`src/rtl/core/clms_pkg.sv`:
```
// Shared types, register indexes and reset constants of the coded lock motor sequencer.
// No dependencies; clms_cfg, clms_core and the top level import this package.
`timescale 1ns / 1ps

package clms_pkg;

    // Number of code bytes sent before an open rotation (1 to 4).
    localparam int CLMS_CODE_BYTES = 3;

    // Configuration port geometry.
    localparam int CLMS_IDX_W  = 4;
    localparam int CLMS_DATA_W = 16;

    // Configuration register indexes.
    typedef enum logic [CLMS_IDX_W-1:0] {
        REG_CODE_HEAD    = 4'd0,
        REG_CODE_ADDRESS = 4'd1,
        REG_CODE_OPEN    = 4'd2,
        REG_BLIND_TICKS  = 4'd3,
        REG_TIMEOUT      = 4'd4,
        REG_ONE_WIDTH    = 4'd5,
        REG_ZERO_WIDTH   = 4'd6,
        REG_GAP_WIDTH    = 4'd7
    } t_reg_idx;

    // Reset values of the configuration registers.
    localparam logic [7:0]  RST_CODE_BYTE = 8'h00;
    localparam logic [15:0] RST_BLIND     = 16'd2000;
    localparam logic [15:0] RST_TIMEOUT   = 16'd5000;
    localparam logic [7:0]  RST_ONE       = 8'd10;
    localparam logic [7:0]  RST_ZERO      = 8'd4;
    localparam logic [7:0]  RST_GAP       = 8'd4;

    // Speech request codes.
    localparam logic [1:0] ANN_NONE   = 2'd0;
    localparam logic [1:0] ANN_OPENED = 2'd1;
    localparam logic [1:0] ANN_CLOSED = 2'd2;

    // Configuration write request.
    typedef struct packed {
        logic [CLMS_IDX_W-1:0]  index;
        logic [CLMS_DATA_W-1:0] wdata;
    } t_cfg_req;

    // Configuration register set as seen by the sequencer.
    typedef struct packed {
        logic [7:0]  code_head;
        logic [7:0]  code_address;
        logic [7:0]  code_open;
        logic [15:0] blind_ticks;
        logic [15:0] timeout_ticks;
        logic [7:0]  one_width;
        logic [7:0]  zero_width;
        logic [7:0]  gap_width;
    } t_cfg;

    // One tick request.
    typedef struct packed {
        logic        key_on;
        logic        id_ok;
        logic        auto_close;
        logic        overcurrent;
        logic        silent;
        logic [15:0] battery_sample;
    } t_in;

    // One tick result.
    typedef struct packed {
        logic        motor_a;
        logic        motor_b;
        logic        block_buttons;
        logic        force_power_off;
        logic        lock_open;
        logic        open_done;
        logic        close_done;
        logic [1:0]  announce;
        logic [15:0] battery_latched;
    } t_out;

endpackage

```
`src/rtl/core/clms_core.sv`:
```
// Sequencer state and its single-pass tick update: code sender, rotation timer, flags.
// Depends on clms_pkg; the top level supplies the registered tick and takes the result.
`timescale 1ns / 1ps

module clms_core #(
    parameter int CODE_BYTES = clms_pkg::CLMS_CODE_BYTES
) (
    input  logic           i_clk,
    input  logic           i_rst_n,
    input  logic           i_step,
    input  clms_pkg::t_in  i_item,
    input  clms_pkg::t_cfg i_cfg,
    input  logic           i_code_wr,
    output clms_pkg::t_out o_result
);
    import clms_pkg::*;

    localparam int CW = CODE_BYTES * 8;
    localparam int BW = (CODE_BYTES > 1) ? $clog2(CODE_BYTES) : 1;
    localparam logic [BW-1:0] LAST_BYTE = BW'(CODE_BYTES - 1);

    // State registers and next values.
    logic [15:0]   r_rot,      n_rot;
    logic [CW-1:0] r_code,     n_code;
    logic [7:0]    r_pulse,    n_pulse;
    logic          r_coding,   n_coding;
    logic [BW-1:0] r_byte_pos, n_byte_pos;
    logic [2:0]    r_bit_pos,  n_bit_pos;
    logic          r_opened,   n_opened;
    logic          r_line_a,   n_line_a;
    logic          r_line_b,   n_line_b;
    logic          r_blocked,  n_blocked;
    logic [15:0]   r_batt,     n_batt;

    logic [CW-1:0] w_code_load;
    logic [15:0]   w_rot_inc;
    logic          w_rot_end;
    logic [7:0]    w_pulse_inc;
    logic [7:0]    w_width;
    logic          w_power_off;
    logic          w_odone;
    logic          w_cdone;
    logic [1:0]    w_ann;
    logic          w_finished;

    // Code image, first byte at the top; positions past the third byte send zero.
    for (genvar gi = 0; gi < CODE_BYTES; gi++) begin : g_code
        if (gi == 0) begin : g_head
            assign w_code_load[CW-1-8*gi -: 8] = i_cfg.code_head;
        end else if (gi == 1) begin : g_addr
            assign w_code_load[CW-1-8*gi -: 8] = i_cfg.code_address;
        end else if (gi == 2) begin : g_open
            assign w_code_load[CW-1-8*gi -: 8] = i_cfg.code_open;
        end else begin : g_pad
            assign w_code_load[CW-1-8*gi -: 8] = 8'h00;
        end
    end

    // Saturating rotation counter and its stop condition.
    assign w_rot_inc = (r_rot == 16'hFFFF) ? r_rot : r_rot + 16'd1;
    assign w_rot_end = (w_rot_inc > i_cfg.blind_ticks) &&
                       ((w_rot_inc >= i_cfg.timeout_ticks) || i_item.overcurrent);

    // Pulse timer and the low width of the bit now on the line.
    assign w_pulse_inc = r_pulse + 8'd1;
    assign w_width     = r_code[CW-1] ? i_cfg.one_width : i_cfg.zero_width;

    // Tick update.
    always_comb begin
        n_rot       = r_rot;
        n_code      = r_code;
        n_pulse     = r_pulse;
        n_coding    = r_coding;
        n_byte_pos  = r_byte_pos;
        n_bit_pos   = r_bit_pos;
        n_opened    = r_opened;
        n_line_a    = r_line_a;
        n_line_b    = r_line_b;
        n_blocked   = r_blocked;
        n_batt      = r_batt;
        w_power_off = 1'b0;
        w_odone     = 1'b0;
        w_cdone     = 1'b0;
        w_ann       = ANN_NONE;
        w_finished  = 1'b0;

        if (i_step) begin
            // Open request: send the code, then rotate to open.
            if (i_item.key_on && i_item.id_ok && !r_opened) begin
                n_blocked = 1'b1;
                if (r_coding) begin
                    n_pulse = w_pulse_inc;
                    if (!r_line_b) begin
                        if (w_pulse_inc >= w_width) begin
                            n_pulse  = 8'd0;
                            n_line_b = 1'b1;
                            n_code   = r_code << 1;
                            if (r_bit_pos == 3'd7) begin
                                n_bit_pos = 3'd0;
                                if (r_byte_pos == LAST_BYTE) begin
                                    n_byte_pos = '0;
                                    n_coding   = 1'b0;
                                end else begin
                                    n_byte_pos = r_byte_pos + BW'(1);
                                end
                            end else begin
                                n_bit_pos = r_bit_pos + 3'd1;
                            end
                        end
                    end else if (w_pulse_inc >= i_cfg.gap_width) begin
                        n_pulse  = 8'd0;
                        n_line_b = 1'b0;
                    end
                end else begin
                    n_line_a = 1'b1;
                    n_line_b = 1'b0;
                    n_rot    = w_rot_inc;
                    if (w_rot_end) begin
                        n_rot      = 16'd0;
                        n_opened   = 1'b1;
                        n_blocked  = 1'b0;
                        n_line_b   = 1'b1;
                        n_code     = w_code_load;
                        n_coding   = 1'b1;
                        w_odone    = 1'b1;
                        w_finished = 1'b1;
                        if (!i_item.silent) begin
                            w_ann = ANN_OPENED;
                        end
                    end
                end
            end

            // Close request: rotate back with hall and controller power off.
            if (!w_finished && r_opened && (!i_item.key_on || i_item.auto_close)) begin
                n_blocked   = 1'b1;
                w_power_off = 1'b1;
                n_line_a    = 1'b0;
                n_line_b    = 1'b1;
                n_rot       = w_rot_inc;
                if (w_rot_end) begin
                    n_rot     = 16'd0;
                    n_opened  = 1'b0;
                    n_blocked = 1'b0;
                    n_line_a  = 1'b1;
                    n_batt    = i_item.battery_sample;
                    w_cdone   = 1'b1;
                    if (!i_item.silent) begin
                        w_ann = ANN_CLOSED;
                    end
                end
            end
        end else if (i_code_wr && r_coding && r_byte_pos == '0 && r_bit_pos == 3'd0 &&
                     r_pulse == 8'd0 && r_line_b) begin
            // A code write before any bit went out takes effect at once.
            n_code = w_code_load;
        end
    end

    // Control state; the code image resets to the reset code bytes, all zero.
    always_ff @(posedge i_clk) begin
        if (!i_rst_n) begin
            r_rot      <= 16'd0;
            r_code     <= '0;
            r_pulse    <= 8'd0;
            r_coding   <= 1'b1;
            r_byte_pos <= '0;
            r_bit_pos  <= 3'd0;
            r_opened   <= 1'b0;
            r_line_a   <= 1'b1;
            r_line_b   <= 1'b1;
            r_blocked  <= 1'b0;
            r_batt     <= 16'd0;
        end else begin
            r_rot      <= n_rot;
            r_code     <= n_code;
            r_pulse    <= n_pulse;
            r_coding   <= n_coding;
            r_byte_pos <= n_byte_pos;
            r_bit_pos  <= n_bit_pos;
            r_opened   <= n_opened;
            r_line_a   <= n_line_a;
            r_line_b   <= n_line_b;
            r_blocked  <= n_blocked;
            r_batt     <= n_batt;
        end
    end

    // Result of this tick, taken from the updated state.
    always_comb begin
        o_result.motor_a         = n_line_a;
        o_result.motor_b         = n_line_b;
        o_result.block_buttons   = n_blocked;
        o_result.force_power_off = w_power_off;
        o_result.lock_open       = n_opened;
        o_result.open_done       = w_odone;
        o_result.close_done      = w_cdone;
        o_result.announce        = w_ann;
        o_result.battery_latched = n_batt;
    end

    // Line A is only low while closing, and then line B is high.
    a_close_drive: assert property (@(posedge i_clk) disable iff (!i_rst_n)
        !r_line_a |-> (r_line_b && r_opened && r_blocked))
        else $error("line A low outside a close rotation");

    // Once the code is out, the code sender stands at its start.
    a_coder_idle: assert property (@(posedge i_clk) disable iff (!i_rst_n)
        !r_coding |-> (r_pulse == 8'd0 && r_bit_pos == 3'd0 && r_byte_pos == '0))
        else $error("code sender not at rest after the last bit");

    // The rotation counter runs only after the code is sent or while closing.
    a_rot_phase: assert property (@(posedge i_clk) disable iff (!i_rst_n)
        (r_rot != 16'd0) |-> (!r_coding || r_opened))
        else $error("rotation counter running during code transmission");

endmodule

```
`config.mk`:
```
export PLATFORM = sky130hd
export DESIGN_NAME = clms_core
export DESIGN_NICKNAME = d
export VERILOG_FILES = /design/src/rtl/core/clms_pkg.sv /design/src/rtl/core/clms_core.sv
export SDC_FILE = /design/constraint.sdc
export NUM_CORES = 1
export LEC_CHECK = 0
export BUFFER_PORTS_ARGS = -buffer_cell sky130_fd_sc_hd__buf_2
export CORE_MARGIN = 10
export CORE_UTILIZATION = 54
export DETAILED_ROUTE_END_ITERATION = 7
export PLACE_DENSITY = 0.81
export SYNTH_ARGS = -nofsm -noshare
export SYNTH_HDL_FRONTEND = slang
export SYNTH_SLANG_ARGS = --single-unit
export TNS_END_PERCENT = 30
```
`constraint.sdc`:
```
create_clock -name i_clk -period 4.94 [get_ports i_clk]
set_clock_uncertainty 0.2 [all_clocks]
set_input_delay 0.988 -clock i_clk [delete_from_list [all_inputs] [get_ports i_clk]]
set_output_delay 0.988 -clock i_clk [all_outputs]
set_load 0.02 [all_outputs]
```
# == After elaboration in Yosys (flattened, before gate mapping) ==
# Cells that the tools add are included.
# word_totals
wordCells,119
output_inout_bits,25
input_bits,105
ff_bits,74
# op_classes
eq_ne,8
bitwise,1
n_reduce_logical,26
mux,65
addsub,4
n_lt_le_gt_ge,4
# ops
op,n
two-way mux 24 bit,7
two-way mux 16 bit,8
two-way mux 1 bit,40
two-way mux 8 bit,4
"adder 16 x 1 -> 16 bit, second input constant",1
"== test 16 bit, second input constant",1
greater-or-equal comparator 16 bit,1
greater-or-equal comparator 8 bit,2
greater-than comparator 16 bit,1
logical AND 1 bit,10
two-way mux 2 bit,5
AND reduction 5 bit,2
"adder 8 x 1 -> 8 bit, second input constant",1
zero test 8 bit,1
AND reduction 3 bit,2
AND reduction 6 bit,1
"!= test 2 x 1 -> 1 bit, second input constant",2
nonzero test 2 bit,2
"adder 3 x 1 -> 3 bit, second input constant",1
"== test 3 bit, second input constant",1
zero test 1 bit,3
zero test 3 bit,1
two-way mux 3 bit,1
"!= test 3 x 1 -> 1 bit, second input constant",1
8 further kinds,9

# == Longest topological paths before layout ==
# Gate-level depths: netlist of the first run.
# depth
word_depth,14
depth_mapped,17
mapped_depth_nobuf,15

# == Worst setup path before layout of the first run ==
# No wires, ideal clock.
# synth_path
path_type,reg2out
start,reg r_rot[0]
end,out o_result[16] in the netlist's numbering
arrival_time_ps,3551
path_buffers,2
stages_incl_launch_ff,16
path_slack_ps,201
t_required_ps,3752
cell_sequence,dfxtp_1 ha_1 and3_1 and3_1 nand2_1 and2_1 and3_1 xor2_1 ha_1 nand4_1 nor4_1 a211o_1 nand3_2 buf_4 buf_4 nor3_1
# synth_lines
item,line_no,source
"start, declared",clms_core.sv:23,"logic [15:0] r_rot, n_rot;"
"start signal, assigned",clms_core.sv:175,r_rot <= n_rot;
"end, declared",clms_core.sv:14,output clms_pkg::t_out o_result

==> results of run 1 <==
==> flip-flops by register name, indices dropped and copies added, names as in the netlist <==
register and count:
r_coding 1, r_line_b 1, r_pulse 8, r_opened 1, r_rot 16, r_batt 16
r_byte_pos 2, r_bit_pos 3, r_code 24, r_line_a 1, r_blocked 1
==> synthesized netlist by cell type, drive strengths merged (16+ instances only) <==
| master | number | share of area [%] |
|---|---|---|
| dfxtp | 74 | 28 |
| mux2i | 33 | 6.3 |
| mux2 | 42 | 9.1 |
| and2 | 17 | 2.0 |
| buf | 16 | 2.9 |
| a21oi | 31 | 3.0 |
| inv | 49 | 3.5 |
| clkbuf | 23 | 1.7 |
| ha | 54 | 13 |
| nor2 | 27 | 1.9 |
| nand2 | 100 | 7.2 |
| o21ai | 17 | 1.6 |
| nand3 | 32 | 3.2 |
==> metrics by stage <==
stage               worst slack, ps  utilization, %  hold slack [ps]  total power, mW  cell area (um2)
floorplan                     201.0               -            235.5           0.7169             5207
global placement              198.7           63.41            243.5           0.7627             5914
detailed placement           -21.47           63.41            255.6           0.7711             5914
CTS                          -58.31           69.55            267.2            1.194             6487
global route                 -283.2           71.86            284.1            1.243             6703
finish                       -205.1           71.86            264.5            1.187             6703
==> repair_timing <==
item,CTS,global route
gates resized for setup,62,46
pin swaps,17,12
buffers inserted,13,6
setup endpoints to repair,24,24
cloned,1,0
==> power breakdown <==
| group | total, mW | leakage [nW] | switching (mW) | internal, mW |
|---|---|---|---|---|
| logic | 0.155 | 2.63 | 0.0760 | 0.0795 |
| registers | 0.608 | 0.605 | 0.00600 | 0.602 |
| clock network | 0.424 | 0.0924 | 0.228 | 0.196 |
==> worst min-delay path by stage <==
stage,slack [ps],startpoint,endpoint,cells past startpoint
global placement,240,r_code[15],r_code[15],2
CTS,270,r_code[16],r_code[16],2
global route,280,r_code[6],r_code[6],2
detailed placement,260,r_code[16],r_code[16],2
floorplan,240,r_code[10],r_code[10],2
finish,260,r_code[16],r_code[16],2
==> kinds of logic after synthesis <==
group,Yosys count
fa+ha+maj,54
xor+xnor,18
simple gates,228
mux,75
compound gates,90
buf+inv,88
flops,74
==> tightest hold or removal path: stages, from the launching register on <==
cell and delay, ps:
dfxtp_1 320, nand2_1 50, mux2i_1 50
==> layer usage <==
layer  up-vias  track usage [%]  routed length, um
li1       2425                -                  -
met1      2355            20.77               5686
met2       211            36.30               7848
met3        42            5.569               1061
met4         0            6.260                496
met5         -                0                  0
==> final cells by class <==
class / count / share of cell area (%)
Clock inverter: 6 / 0.5973
Multi-Input combinational cell: 465 / 53.59
Timing Repair Buffer: 164 / 16.13
Tap cell: 129 / 2.408
Inverter: 49 / 2.744
Sequential cell: 74 / 22.48
Clock buffer: 10 / 2.053
==> impl_metrics.json, run 1 <==
{
  "synth_ff_type": "dfxtp_1",
  "clock-sinks": 74,
  "path_cells": "nand4_1 -> nor3_4 -> nand2_2 -> and2_4 -> and3_4 -> xor2_2 -> ha_1 -> a21oi_1 -> o21ai_2 -> a2111oi_4 -> o31ai_4 -> nand4_4 -> buf_12 -> buf_12 -> mux2_4 -> buf_6",
  "worst_r2r_endpoint": "r_code[3]",
  "crit_path_end_kind": "output pin",
  "drtIter0Drc": 367,
  "worst_ep_required_time_ps": 3750,
  "avgSynthCellArea_um2": 8.305,
  "drtAntennaViolNets": 0,
  "ios": 130,
  "syn-num-nets": 786,
  "wl_per_cell_um": 16.83,
  "cts_tree": "built",
  "hp-class": "reg -> reg",
  "setup-tns-final_ps": -3450,
  "htree_levels": 3,
  "max_freq_mhz": 194.4,
  "worstMarginPinSlew_ps": 990.6,
  "synth_xor_area_share_pct": 3.027,
  "drc_errors": 0,
  "gp_congestion": 0.9086,
  "dp_hpwl_um": 10480,
  "synth_top_family_by_area": "simple AND/OR/NAND/NOR gates",
  "vdd_ir_drop_max_mv": 0.1526,
  "fp.dieW_um": 118.2,
  "muxShareOfSynthArea_pct": 15.43,
  "arrival_ps": 3960,
  "violations": "setup timing",
  "synth_warnings": 0,
  "grt_pass1_vias": 5180,
  "die_y_um": 118.2,
  "setup_violations": 22,
  "reg2reg_slack_ps": 650,
  "rsz0062_at_grt": "true",
  "rr_worst_depth": 17,
  "cellLeakagePower_nw": 3.327,
  "grt_max_degree": 50,
  "dp.cells": 861,
  "cp-endpoint": "o_result[0]",
  "die_area_um2": 13970,
  "r2r-start": "r_rot[9]",
  "route.vias.total": 5033,
  "holdBufCountCts": 0,
  "synth-simple-area-share_pct": 20.95,
  "antenna_found_initial": 0,
  "drive_gt1_share_pct": 34.90,
  "final_cell_mix": "buf_2 (112), nand2_1 (99), dfxtp_1 (64)",
  "final_max_slew_viol_count": 0,
  "power.density_nw_per_um2": 177.1,
  "cp.buffers_inverters": 3,
  "viasPerCell": 5.611,
  "syn_to_final_growth_pct": 28.71,
  "critPathSlowestCell": "a2111oi_4",
  "cpMostUsedCell": "buf_12",
  "fin_crit_sh_pct": 104.2,
  "clock_latency_ps": 340,
  "synth_fa_ha_area_share_pct": 12.97,
  "multi_input_area_um2": 3592,
  "grt_usage_pct": 19.58,
  "dr.pass1.iters": 5,
  "slowest_delay_ps": 450,
  "grt_pass1_wl_um": 23610,
  "cts_made_buffers": 9,
  "portBuffers": 129,
  "seq_area_frac_synth_pct": 28.45,
  "start_kind": "flop",
  "core-area_um2": 9328,
  "async_flop_share_pct": 0,
  "hold_viol": 0,
  "clk_transition_reported_paths_ps": 80,
  "final_common_cell": "buf_2",
  "seqCellArea_um2": 1506,
  "diodes": 0,
  "layoutNonFillerInstCount": 897,
  "synthCells": 627,
  "relSlewSlack_pct": 33.80,
  "critPathKind": "reg -> out",
  "final_nets": 922,
  "netlist_area_um2": 5207,
  "grt-ovfl-total": 0,
  "synth_cell_types": 56,
  "crit_start": "r_rot[9]",
  "period_minus_slack_ps": 5145,
  "cts_root_buffer": "clkbuf_8",
  "path_max_fanout": 6,
  "start_util_pct": 55.83,
  "crit_family": "simple AND/OR/NAND/NOR gates",
  "status": "finished, violations left",
  "drt-total-wl_um": 15090,
  "synth_compound_area_share_pct": 11.08,
  "synth_edf_count": 0,
  "max-cap-violations": 0,
  "fin_ws_ps": -205.1,
  "num_rows": 35,
  "synth-seq-cells": 74,
  "path_depth": 16,
  "cts_max_path_buffers": 2,
  "fillers": 715
}
Note: power is estimated with default switching activity, not from simulation.
==> run 2, diff against run 1 <==
CAP_MARGIN = 10   (was default)
TNS_END_PERCENT = 20   (was 30)
==> run 2 against run 1 <==
Compared with the run above:
- the flow still finishes with violations (setup timing)
- register-to-register slack worse by 30 ps
- sequential share of layout area down 0.14 points
- worst hold slack about the same
- worst setup slack better by 13 ps
- power down 0.18%
- combinational power about the same
- critical path depth up 2
==> impl_metrics.json, run 2 (synthesis gave the netlist of run 1 again) <==
{
  "status": "finished, violations left",
  "violations": "setup timing",
  "final_common_cell": "buf_2",
  "drt-total-wl_um": 15210,
  "largest_register_ff_count": 24,
  "viasPerCell": 5.656,
  "cts_root_buffer": "clkbuf_8",
  "period_minus_slack_ps": 5132,
  "clock_latency_ps": 340,
  "reg_top3": "r_code (24), r_batt (16), r_rot (16)",
  "grt_pass1_wl_um": 23580,
  "wl_per_cell_um": 16.91,
  "relSlewSlack_pct": 33.88,
  "clock-sinks": 74,
  "dr.pass1.iters": 7,
  "final_nets": 923,
  "grt_usage_pct": 19.55,
  "rsz0062_at_grt": "true",
  "max_freq_mhz": 194.9,
  "worst_r2r_endpoint": "r_code[3]",
  "grt_pass1_vias": 5172,
  "holdBufCountCts": 0,
  "fin_crit_sh_pct": 103.9,
  "fin_ws_ps": -192.1,
  "finalPower_mw": 1.185,
  "max-cap-violations": 0,
  "r2r-start": "r_rot[1]",
  "hold_viol": 0,
  "num_rows": 35,
  "grt_max_degree": 50,
  "cts_max_path_buffers": 2,
  "die_area_um2": 13970,
  "final_cell_mix": "buf_2 (108), nand2_1 (98), dfxtp_1 (64)",
  "critPathKind": "reg -> out",
  "crit_path_end_kind": "output pin",
  "dp_hpwl_um": 10480,
  "drtIter0Drc": 402,
  "start_util_pct": 55.83,
  "gp_congestion": 0.9086,
  "pre_cts_slack_ps": -21.47,
  "grt-ovfl-total": 0,
  "hold-path-endpoint": "r_code[16]",
  "min_from": "r_code[16]",
  "whs_path_depth": 2,
  "setup-tns-final_ps": -3523,
  "dpl_cell_area_um2": 5914,
  "htree_levels": 3,
  "fin_area_um2": 6744,
  "cts_made_buffers": 9,
  "setup_violations": 24,
  "portBuffers": 129,
  "die_y_um": 118.2,
  "worstMarginPinSlew_ps": 989.3,
  "power.density_nw_per_um2": 175.7,
  "antenna_found_initial": 0,
  "route.vias.total": 5085,
  "reg2reg_slack_ps": 620,
  "start_kind": "flop",
  "worst_ep_required_time_ps": 3750,
  "path_max_fanout": 6,
  "clk_transition_reported_paths_ps": 80,
  "ios": 130,
  "cts_tree": "built",
  "drive_gt1_share_pct": 35.11,
  "drc_errors": 0,
  "arrival_ps": 3940,
  "vdd_ir_drop_max_mv": 0.1534,
  "fp.dieW_um": 118.2,
  "syn_to_final_growth_pct": 29.51,
  "final_max_slew_viol_count": 0,
  "largest_register": "r_code",
  "cellLeakagePower_nw": 3.334,
  "core-area_um2": 9328,
  "drtAntennaViolNets": 0,
  "fillers": 709,
  "rr_worst_depth": 19,
  "hp-class": "reg -> reg"
}
## run 2: metal layers
| metal | track usage (%) | vias up | share of wire [%] |
|---|---|---|---|
| met5 | 0 | - | 0 |
| met4 | 6.260 | 0 | 3.2 |
| met3 | 5.616 | 48 | 7.7 |
| met2 | 36.16 | 232 | 52 |
| met1 | 20.77 | 2370 | 37 |
| li1 | - | 2435 | - |
## run 2: repair_timing
| item | 4_1_cts | 5_1_grt |
|---|---|---|
| buffers inserted | 12 | 8 |
| setup endpoints to repair | 24 | 24 |
| hold endpoints to repair | 0 | 0 |
| resized for setup | 55 | 61 |
| pin swaps | 15 | 15 |
| gates cloned | 1 | 0 |
## run 2: how the worst max path moves through the flow
stage / startpoint / end / slack [ps] / cells after the start
6_report: r_rot[1] / o_result[3] / -190 / 18
5_1_grt: r_rot[1] / o_result[20] / -290 / 19
4_1_cts: r_rot[1] / o_result[4] / -80 / 16
3_5_place_dp: r_rot[0] / o_result[0] / -20 / 16
3_3_place_gp: r_rot[0] / o_result[5] / 200 / 15
2_1_floorplan: r_rot[0] / o_result[16] / 200 / 15
## run 2: worst max-delay path: stages (launching register included)
cell and delay, ps:
dfxtp_4 360, ha_4 160, and3_4 180, and3_4 180, nand2_2 70, and2_4 160
nand4_1 170, xnor2_2 260, buf_4 160, ha_4 200, nand4_1 110, nor2_1 80
a221o_1 350, a211o_1 340, nand4_4 120, buf_12 120, buf_12 120, mux2_4 320
buf_6 130
## run 2: layout make-up
type                       count  area [um2]  area share [%]
inverter                      49       183.9           2.727
timing repair buffer         165        1106           16.40
tap                          129       161.4           2.393
antenna                        1       2.502         0.03711
clock inverter                 6       40.04          0.5937
clock buffer                  10       137.6           2.041
sequential                    74        1506           22.34
multi-input combinational    465        3606           53.47
## run 2: where the power goes
| part | internal (mW) | switching, mW | leakage (nW) |
|---|---|---|---|
| combinational | 0.0800 | 0.0769 | 2.64 |
| sequential | 0.602 | 0.00600 | 0.605 |
| clock | 0.196 | 0.224 | 0.0924 |
## run 2: stage by stage
step	hold WS, ps	utilization, %	cells
2_1_floorplan	235.5	-	627
3_3_place_gp	243.5	63.41	861
3_5_place_dp	255.6	63.41	861
4_1_cts	267.2	69.22	890
5_1_grt	284.1	72.27	898
6_report	264.5	72.30	899
